## config.mk

```make
export PLATFORM = sky130hd
export DESIGN_NAME = i2c_master_byte_transfer
export DESIGN_NICKNAME = d
export VERILOG_FILES = /design/src/hw/rtl/i2cmbt_pkg.sv /design/src/hw/rtl/i2c_master_byte_transfer.sv
export SDC_FILE = /design/constraint.sdc
export NUM_CORES = 1
export LEC_CHECK = 0
export BUFFER_PORTS_ARGS = -buffer_cell sky130_fd_sc_hd__buf_2
export CORE_MARGIN = 1.5
export CORE_UTILIZATION = 35
export CTS_BUF_LIST = sky130_fd_sc_hd__clkbuf_16
export DETAILED_ROUTE_END_ITERATION = 8
export PLACE_DENSITY = 0.59
export SETUP_SLACK_MARGIN = 0.2
export SYNTH_ARGS = -nofsm -noshare
export SYNTH_HDL_FRONTEND = slang
export SYNTH_SLANG_ARGS = --single-unit
```

## constraint.sdc

```tcl
create_clock -name clk_i -period 4 [get_ports clk_i]
set_clock_uncertainty 0.2 [all_clocks]
set_input_delay 0.4 -clock clk_i [delete_from_list [all_inputs] [get_ports clk_i]]
set_output_delay 0.4 -clock clk_i [all_outputs]
set_load 0.02 [all_outputs]
```

## src/hw/rtl/i2cmbt_pkg.sv

```systemverilog
`timescale 1ns / 1ps
// Shared types for the single-byte I2C master: request and result payloads
// and the one-hot phase encoding. No dependencies.

package i2cmbt_pkg;

  localparam logic [0:0] KindTick    = 1'b0;
  localparam logic [0:0] KindCommand = 1'b1;

  localparam logic [2:0] BitMsb = 3'd7;
  localparam logic [2:0] BitLsb = 3'd0;

  typedef struct packed {
    logic       kind;
    logic       is_read;
    logic [6:0] target_address;
    logic [7:0] write_byte;
    logic       sda_in;
  } i2c_in_t;

  typedef struct packed {
    logic       scl_level;
    logic       sda_release;
    logic       busy_res;
    logic       done_res;
    logic [7:0] read_byte;
  } i2c_out_t;

  typedef enum logic [15:0] {
    PH_IDLE     = 16'h0001,
    PH_ADDR_LO  = 16'h0002,
    PH_ADDR_HI  = 16'h0004,
    PH_AACK_LO  = 16'h0008,
    PH_AACK_HI  = 16'h0010,
    PH_WR_LO    = 16'h0020,
    PH_WR_HI    = 16'h0040,
    PH_RD_LO    = 16'h0080,
    PH_RD_HI    = 16'h0100,
    PH_DACK_LO  = 16'h0200,
    PH_DACK_HI  = 16'h0400,
    PH_NACK_LO  = 16'h0800,
    PH_NACK_HI  = 16'h1000,
    PH_STOP_LO  = 16'h2000,
    PH_STOP_HI  = 16'h4000,
    PH_STOP_END = 16'h8000
  } phase_e;

endpackage

```

## src/hw/rtl/i2c_master_byte_transfer.sv

```systemverilog
`timescale 1ns / 1ps
// Single-byte I2C master, one half SCL period per tick request.
// Depends on i2cmbt_pkg for payload structs and the phase encoding.
//
//   channel | handshake               | payload
//   --------+-------------------------+----------------------------
//   in      | in_valid_i / in_stall_o | in_data_i  (i2c_in_t)
//   out     | out_valid_o/ out_stall_i| out_data_o (i2c_out_t)
//
// One request per cycle while in_stall_o is low: the bus FSM updates at the edge that accepts a
// request and the result lands in the output register on that same edge.
// The output register is the only buffer.
// in_stall_o is high only while the output register is full and stalled.
// Reset leaves the bus released (SCL and SDA high), the FSM idle and no
// result pending.

module i2c_master_byte_transfer
  import i2cmbt_pkg::*;
(
  input  logic     clk_i,
  input  logic     rst_ni,
  input  logic     in_valid_i,
  output logic     in_stall_o,
  input  i2c_in_t  in_data_i,
  output logic     out_valid_o,
  input  logic     out_stall_i,
  output i2c_out_t out_data_o
);

  phase_e     phase_q, phase_d;
  logic [2:0] bit_idx_q, bit_idx_d;
  logic [7:0] shift_q, shift_d;
  logic [7:0] pending_q, pending_d;
  logic       read_flag_q, read_flag_d;
  logic [7:0] recv_q, recv_d;
  logic       scl_q, scl_d;
  logic       sda_q, sda_d;
  logic       done;

  logic       out_valid_q, out_valid_d;
  i2c_out_t   out_data_q, out_data_d;

  logic       in_acc;
  logic       cur_bit;

  assign in_stall_o = out_valid_q & out_stall_i;
  assign in_acc     = in_valid_i & ~in_stall_o;
  assign cur_bit    = shift_q[bit_idx_q];

  always_comb begin
    phase_d     = phase_q;
    bit_idx_d   = bit_idx_q;
    shift_d     = shift_q;
    pending_d   = pending_q;
    read_flag_d = read_flag_q;
    recv_d      = recv_q;
    scl_d       = scl_q;
    sda_d       = sda_q;
    done        = 1'b0;

    if (in_data_i.kind == KindCommand) begin
      // Start condition: SDA low while SCL is still high. Busy commands drop.
      if (phase_q == PH_IDLE) begin
        shift_d     = {in_data_i.target_address, in_data_i.is_read};
        pending_d   = in_data_i.write_byte;
        read_flag_d = in_data_i.is_read;
        bit_idx_d   = BitMsb;
        scl_d       = 1'b1;
        sda_d       = 1'b0;
        phase_d     = PH_ADDR_LO;
      end
    end else begin
      unique case (phase_q)
        PH_ADDR_LO, PH_WR_LO: begin
          scl_d   = 1'b0;
          sda_d   = cur_bit;
          phase_d = (phase_q == PH_ADDR_LO) ? PH_ADDR_HI : PH_WR_HI;
        end
        PH_ADDR_HI, PH_WR_HI: begin
          scl_d = 1'b1;
          if (bit_idx_q == BitLsb) begin
            phase_d = (phase_q == PH_ADDR_HI) ? PH_AACK_LO : PH_DACK_LO;
          end else begin
            bit_idx_d = bit_idx_q - 3'd1;
            phase_d   = (phase_q == PH_ADDR_HI) ? PH_ADDR_LO : PH_WR_LO;
          end
        end
        PH_AACK_LO: begin
          scl_d   = 1'b0;
          sda_d   = 1'b1;
          phase_d = PH_AACK_HI;
        end
        PH_DACK_LO: begin
          scl_d   = 1'b0;
          sda_d   = 1'b1;
          phase_d = PH_DACK_HI;
        end
        PH_RD_LO: begin
          scl_d   = 1'b0;
          sda_d   = 1'b1;
          phase_d = PH_RD_HI;
        end
        PH_NACK_LO: begin
          scl_d   = 1'b0;
          sda_d   = 1'b1;
          phase_d = PH_NACK_HI;
        end
        PH_AACK_HI: begin
          // Hold SCL low until the target pulls SDA down.
          if (!in_data_i.sda_in) begin
            scl_d     = 1'b1;
            bit_idx_d = BitMsb;
            if (read_flag_q) begin
              shift_d = '0;
              phase_d = PH_RD_LO;
            end else begin
              shift_d = pending_q;
              phase_d = PH_WR_LO;
            end
          end
        end
        PH_RD_HI: begin
          scl_d = 1'b1;
          if (in_data_i.sda_in) begin
            shift_d[bit_idx_q] = 1'b1;
          end
          if (bit_idx_q == BitLsb) begin
            recv_d  = shift_d;
            phase_d = PH_NACK_LO;
          end else begin
            bit_idx_d = bit_idx_q - 3'd1;
            phase_d   = PH_RD_LO;
          end
        end
        PH_DACK_HI: begin
          if (!in_data_i.sda_in) begin
            scl_d   = 1'b1;
            phase_d = PH_STOP_LO;
          end
        end
        PH_NACK_HI: begin
          scl_d   = 1'b1;
          phase_d = PH_STOP_LO;
        end
        PH_STOP_LO: begin
          scl_d   = 1'b0;
          sda_d   = 1'b0;
          phase_d = PH_STOP_HI;
        end
        PH_STOP_HI: begin
          scl_d   = 1'b1;
          phase_d = PH_STOP_END;
        end
        PH_STOP_END: begin
          sda_d   = 1'b1;
          phase_d = PH_IDLE;
          done    = 1'b1;
        end
        default: begin
          phase_d = phase_q;
        end
      endcase
    end
  end

  always_comb begin
    out_valid_d = out_valid_q & out_stall_i;
    out_data_d  = out_data_q;
    if (in_acc) begin
      out_valid_d            = 1'b1;
      out_data_d.scl_level   = scl_d;
      out_data_d.sda_release = sda_d;
      out_data_d.busy_res    = (phase_d != PH_IDLE);
      out_data_d.done_res    = done;
      out_data_d.read_byte   = recv_d;
    end
  end

  always_ff @(posedge clk_i or negedge rst_ni) begin
    if (!rst_ni) begin
      phase_q     <= PH_IDLE;
      bit_idx_q   <= '0;
      shift_q     <= '0;
      pending_q   <= '0;
      read_flag_q <= 1'b0;
      recv_q      <= '0;
      scl_q       <= 1'b1;
      sda_q       <= 1'b1;
      out_valid_q <= 1'b0;
    end else begin
      out_valid_q <= out_valid_d;
      if (in_acc) begin
        phase_q     <= phase_d;
        bit_idx_q   <= bit_idx_d;
        shift_q     <= shift_d;
        pending_q   <= pending_d;
        read_flag_q <= read_flag_d;
        recv_q      <= recv_d;
        scl_q       <= scl_d;
        sda_q       <= sda_d;
      end
    end
  end

  always_ff @(posedge clk_i) begin
    out_data_q <= out_data_d;
  end

  assign out_valid_o = out_valid_q;
  assign out_data_o  = out_data_q;

`ifndef SYNTHESIS
  a_idle_bus_released: assert property (@(posedge clk_i) disable iff (!rst_ni)
    (phase_q == PH_IDLE) |-> (scl_q && sda_q))
    else $error("bus not released while idle");

  a_done_not_busy: assert property (@(posedge clk_i) disable iff (!rst_ni)
    (out_valid_o && out_data_o.done_res) |-> !out_data_o.busy_res)
    else $error("done reported while still busy");

  a_stop_completes: assert property (@(posedge clk_i) disable iff (!rst_ni)
    (in_acc && (in_data_i.kind == KindTick) && (phase_q == PH_STOP_END))
      |=> (out_valid_q && out_data_q.done_res && (phase_q == PH_IDLE)))
    else $error("stop phase did not complete the transaction");

  a_busy_matches_phase: assert property (@(posedge clk_i) disable iff (!rst_ni)
    $past(in_acc) |-> (out_data_q.busy_res == (phase_q != PH_IDLE)))
    else $error("busy flag disagrees with the bus phase");
`endif

endmodule

```

## Word-level counts from Yosys, hierarchy flattened

Cells that the tools add are included.

- Bitwise gates (word level): 4
- Equal/unequal tests: 20
- Mux-type cells: 38
- Reduce and logical (&&, ||, !) cells: 14
- Magnitude comparators: 2
- $add $sub $neg: 1

Operator list:

| cell | number |
|---|---|
| $pmux 16 s13 | 1 |
| $mux 8 | 9 |
| $mux 16 | 4 |
| $mux 10 | 2 |
| $eq 16x1->1 const B | 1 |
| $eq 16x10->1 const B | 1 |
| $eq 16x11->1 const B | 1 |
| $eq 16x12->1 const B | 1 |
| $eq 16x13->1 const B | 1 |
| $eq 16x14->1 const B | 1 |
| $eq 16x15->1 const B | 1 |
| $eq 16x16->1 const B | 1 |
| $eq 16x2->1 const B | 1 |
| $eq 16x3->1 const B | 1 |
| $eq 16x4->1 const B | 1 |
| $eq 16x5->1 const B | 1 |
| $eq 16x6->1 const B | 1 |
| $eq 16x7->1 const B | 1 |
| $eq 16x8->1 const B | 1 |
| $eq 16x9->1 const B | 1 |
| $ne 16x1->1 const B | 1 |
| $pmux 8 s2 | 1 |
| $mux 12 | 1 |
| $mux 3 | 4 |
| 25 further kinds | 40 |

- Bits in registers: 59
- Word-level logic and storage cells: 93
- Input port bits: 22
- Output and inout port bits: 14

## Longest topological paths before layout

- Word-level depth: 9
- Gate-level depth with buffers: 11
- Depth with buffers taken out: 8

## Worst setup path before layout

Ideal clock, no wire load.

- Path kind: register to register
- Start point: register phase_q[13]
- End point: register shift_q[0]
- Stages on the path, launching flop included: 10
- Period minus slack after synthesis: 2,924 ps
- Path buffers: 3
- Setup time: 122 ps
- Path slack: 1,076 ps
- Data arrival time: 2,602 ps
- Data required time: 3,678 ps
- Cell sequence: dfrtp_1 > buf_6 > or4_4 > buf_6 > or2_4 > or4_4 > a311o_4 > buf_6 > nand2_1 > o21ai_1

- Longest elaborated chain between the ends: 3
- Elaborated cells between the ends (all ways): 9
- Those cells by class: 5 x eq/ne; 2 x mux; 2 x reduce/logical

Ends and longest elaborated chain:

| what | RTL line | source |
|---|---|---|
| start, declared | i2c_master_byte_transfer.sv:30 | `phase_e phase_q, phase_d;` |
| start signal, assigned | i2c_master_byte_transfer.sv:193 | `phase_q <= phase_d;` |
| $eq 16x5->1, or another cell as far along | i2c_master_byte_transfer.sv:73 | `unique case (phase_q)` |
| $ne 3x3->1 (no line), or another cell as far along | - |  |
| $reduce_and 4->1 (no line) or $mux 8 (tied branches) | - |  |
| end signal, assigned | i2c_master_byte_transfer.sv:195 | `shift_q <= shift_d;` |
| end, declared | i2c_master_byte_transfer.sv:32 | `logic [7:0] shift_q, shift_d;` |

Parallel ways exist; a longest one is shown, timed or not.
A chain may end at the register's enable or synchronous reset.

## Final worst setup path

- Start point: register phase_q[3]
- End point: register phase_q[11]

- Longest elaborated chain between the ends: 4
- Elaborated cells between the ends (all ways): 21
- Those cells by class: 16 x eq/ne; 3 x mux; 2 x reduce/logical

Ends and longest elaborated chain:

| what | RTL line | source |
|---|---|---|
| $eq 16x3->1, or another cell as far along | i2c_master_byte_transfer.sv:73 |  |
| $reduce_or 2->1 | i2c_master_byte_transfer.sv:73 |  |
| $pmux 16 s13 | i2c_master_byte_transfer.sv:73 |  |
| $mux 16 (*) | i2c_master_byte_transfer.sv:61 | `if (in_data_i.kind == KindCommand) begin` |

Every way passes the cells marked *; elsewhere a longest branch is shown, timed or not.

==> results by group <==
Setup path
  • CP max stage delay: 700 ps
  • Crit-path leading delay family: simple AND/OR/NAND/NOR gates
  • CP bufs+invs: 0
  • Crit path launch type: flip-flop
  • Critical Path RT: 4010 ps
  • Endpoint class of the critical path: flip-flop
  • Slowest CP cell: or4_1
  • CP arrival: 3300 ps
  • Crit path cell chain: or4_1, nor4_1, o21a_1, or4_1, o21a_1, a21oi_2, a2bb2o_1
  • Critical path peak fanout: 9
  • Kind of critical path: flip-flop to flip-flop

Clock tree
  • Post-CTS Setup Inserts: 0
  • Bufs on Longest Clock Path: 2
  • TritonCTS clock tree: done
  • Cts repair resizes: 0
  • H-tree Lvls: 3
  • Clock root cell: clkbuf_16
  • Hold-fix buffers at CTS: 0
  • Clock Sinks: 59
  • CTS buffer count: 9
  • Clock transition at path regs: 60 ps
  • Skew-Pair Late Insertion Delay: 330 ps

Final layout
  • Layout cells sized above 1: 25.8%
  • Util after Layout: 42.3%
  • # fillers: 930
  • Area of the multi-input gates: 0.00168 sq mm
  • Area Growth Syn to Fin: 16.9%
  • Ant diodes: 0
  • FF+latch area: 0.00154 sq mm
  • Nets: 395
  • Cell Count, Final, Fillers Out: 505

Route
  • Initial DRT Pass Iterations: 6
  • Vias per Instance: 5.56
  • DRT Wirelength: 8.44 mm
  • Post-DRT Antenna Nets: 0
  • Vias: 2807
  • Drt initial violations: 310
  • Drc violations: 0
  • Per-cell routed wire length: 16.7 um

Placement
  • Cells after DPL: 489
  • RD Place Congestion: 0.897
  • Pre-CTS WS: 789 ps
  • Port bufs: 35
  • Final HPWL DP: 6.08 mm

Hold path
  • HP Class: input pin to asynchronous set/reset pin

Synth
  • Dominant synthesized flop cell: dfrtp_1
  • Post-Synthesis Cells: 341
  • Ys Warns: 0
  • Area contributors post-synth: dfrtp_1 (33%), edfxtp_1 (11%), mux2_2 (6.4%)
  • Synth Net Count: 365
  • Seq cells post-synth: 59
  • Register area share after synthesis: 45.8%
  • Synthesized area per cell: 9.86 sq um
  • Synth cell types: 63
  • Synth area leader: dfrtp_1
  • Share of the synthesized area in the top cell type: 32.8%
  • Post-Syn Area: 0.00336 sq mm
  • Ys async rst share: 79.7%
  • Number of synthesized flops with an enable pin: 12

STA
  • Max-slew violations: 0
  • Final period utilization: 82.2%
  • Slew headroom: 28.3%
  • Max Fclk: 304 MHz
  • RSZ-0062 raised after global routing: false
  • Measured slew at the worst slew-check pin: 1080 ps
  • Final hold violations: 0
  • Setup TNS: 0 ps
  • Worst setup margin: 713 ps
  • Post-layout minimum cycle time: 3290 ps
  • Final setup vio count: 0

Die
  • Horiz. Die Dim: 101 um
  • Total Die Area: 0.0102 sq mm
  • Initial core utilization: 36.2%
  • Number of core rows: 35
  • Die Span Y: 101 um
  • Core Area: 0.00928 sq mm
  • I/O pin cnt: 36

Global route
  • Vias in the first global route: 2593
  • Grt ovf: 0
  • GRT Overall Usage: 17.8%
  • Largest net degree at the start of global routing: 48
  • First-pass GRT wire length: 13.9 mm
  • Initial antenna violation count: 0

Job
  • Number of max-cap violations: 0

Power and ir drop
  • Total power: 2.52 mW
  • Leakage power: 1.66 nW
  • Worst vdd ir: 198 uV
  • Pwr/cell area: 642 mW/mm^2

Status
  • Status: finished clean
[cells by family (layout without fill, tap and decap cells)]
logic type      count (synthesis)  after routing  share of synthesized area, %
compound gates                100            100                          19.6
mux                            25             25                          8.90
buf+inv                        29             64                          4.21
simple gates                  125            125                          20.5
flops                          59             59                          45.8
fa+ha+maj                       2              2                         0.744
xor+xnor                        1              1                         0.261
[routing by layer]
metal / track usage, % / up-vias / share of wire [%] / routed length, um
met2: 26.3 / 108 / 45 / 3790
met3: 4.30 / 6 / 5.8 / 488
met5: 0 / - / 0 / 0
met4: 5.98 / 0 / 0.92 / 78
li1: - / 1350 / - / -
met1: 25.4 / 1343 / 48 / 4090
[registers in the layout (all words and copies together) (netlist names), 3 cells and up]
register,cells
out_data_o,12
shift_q,8
pending_q,8
phase_q,16
bit_idx_q,3
recv_q,8
[Yosys cell counts, types with 6 or more instances]
cell / count
nor2_1: 26
nor4_1: 10
a21oi_1: 25
o21a_1: 6
a31oi_1: 6
mux2_2: 19
o21ai_1: 13
edfxtp_1: 12
dfrtp_1: 44
o21ai_0: 12
nor2b_1: 6
clkbuf_1: 11
a211oi_1: 8
inv_1: 6
nand3_1: 6
nand2_1: 32
[power by group]
part           leakage, nW  switching [mW]  internal (mW)
clock                0.142           0.288          0.484
combinational        0.800           0.523          0.352
sequential           0.721           0.131          0.744
total                 1.66           0.942           1.58
[layout by cell type (no fill, tap or decap), types with 3 or more instances in the layout]
cell type and count:
nor3_1 5, nand2b_1 5, edfxtp_1 12, mux2_2 19, nor2b_1 6, a22o_1 5
a31oi_1 6, o21a_1 6, or4b_2 3, nand4_1 3, inv_1 6, buf_4 6
a32o_1 3, dfrtp_1 44, nand3_1 6, a21oi_1 25, or3_1 3, and3_1 3
dfstp_2 3, and4b_1 4, o21ai_0 12, mux2i_1 4, o21ai_1 13, a211oi_1 8
clkbuf_16 9, nand2_1 32, buf_2 35, nor4_1 10, or4_1 5, nor2_1 26
[metrics by stage]
step                cell area, sq um  hold slack [ps]
floorplan                       3360            -95.6
global placement                3630              261
detailed placement              3630              269
CTS                             3930             78.9
global route                    3930             94.1
finish                          3930             71.8
[worst paths after layout]
path / slack, ps / end / startpoint / cells after the start
min in group clk_i: 80 / out_valid_o / in_valid_i / 2
hold reg to reg: 270 / scl_q / scl_q / 2
max in group asynchronous: 2860 / out_valid_o / rst_ni / 1
setup / recovery: 710 / phase_q[11] / phase_q[3] / 7
hold / removal: 70 / pending_q[6] / rst_ni / 1
setup reg to reg: 710 / phase_q[11] / phase_q[3] / 7
[cell type report]
| cell class | count | area share, % |
|---|---|---|
| clock buffer | 9 | 5.73 |
| sequential | 59 | 39.2 |
| multi-input combinational | 253 | 42.7 |
| tap | 129 | 4.11 |
| clock inverter | 7 | 1.94 |
| inverter | 7 | 0.669 |
| timing repair buffer | 41 | 5.61 |
[worst register-to-register path: stages, from the launching register on]
cell and delay [ps]:
dfrtp_1 440, or4_1 700, nor4_1 480, o21a_1 250, or4_1 250, o21a_1 380
a21oi_2 180, a2bb2o_1 290
(Power assumes the default switching activity.)
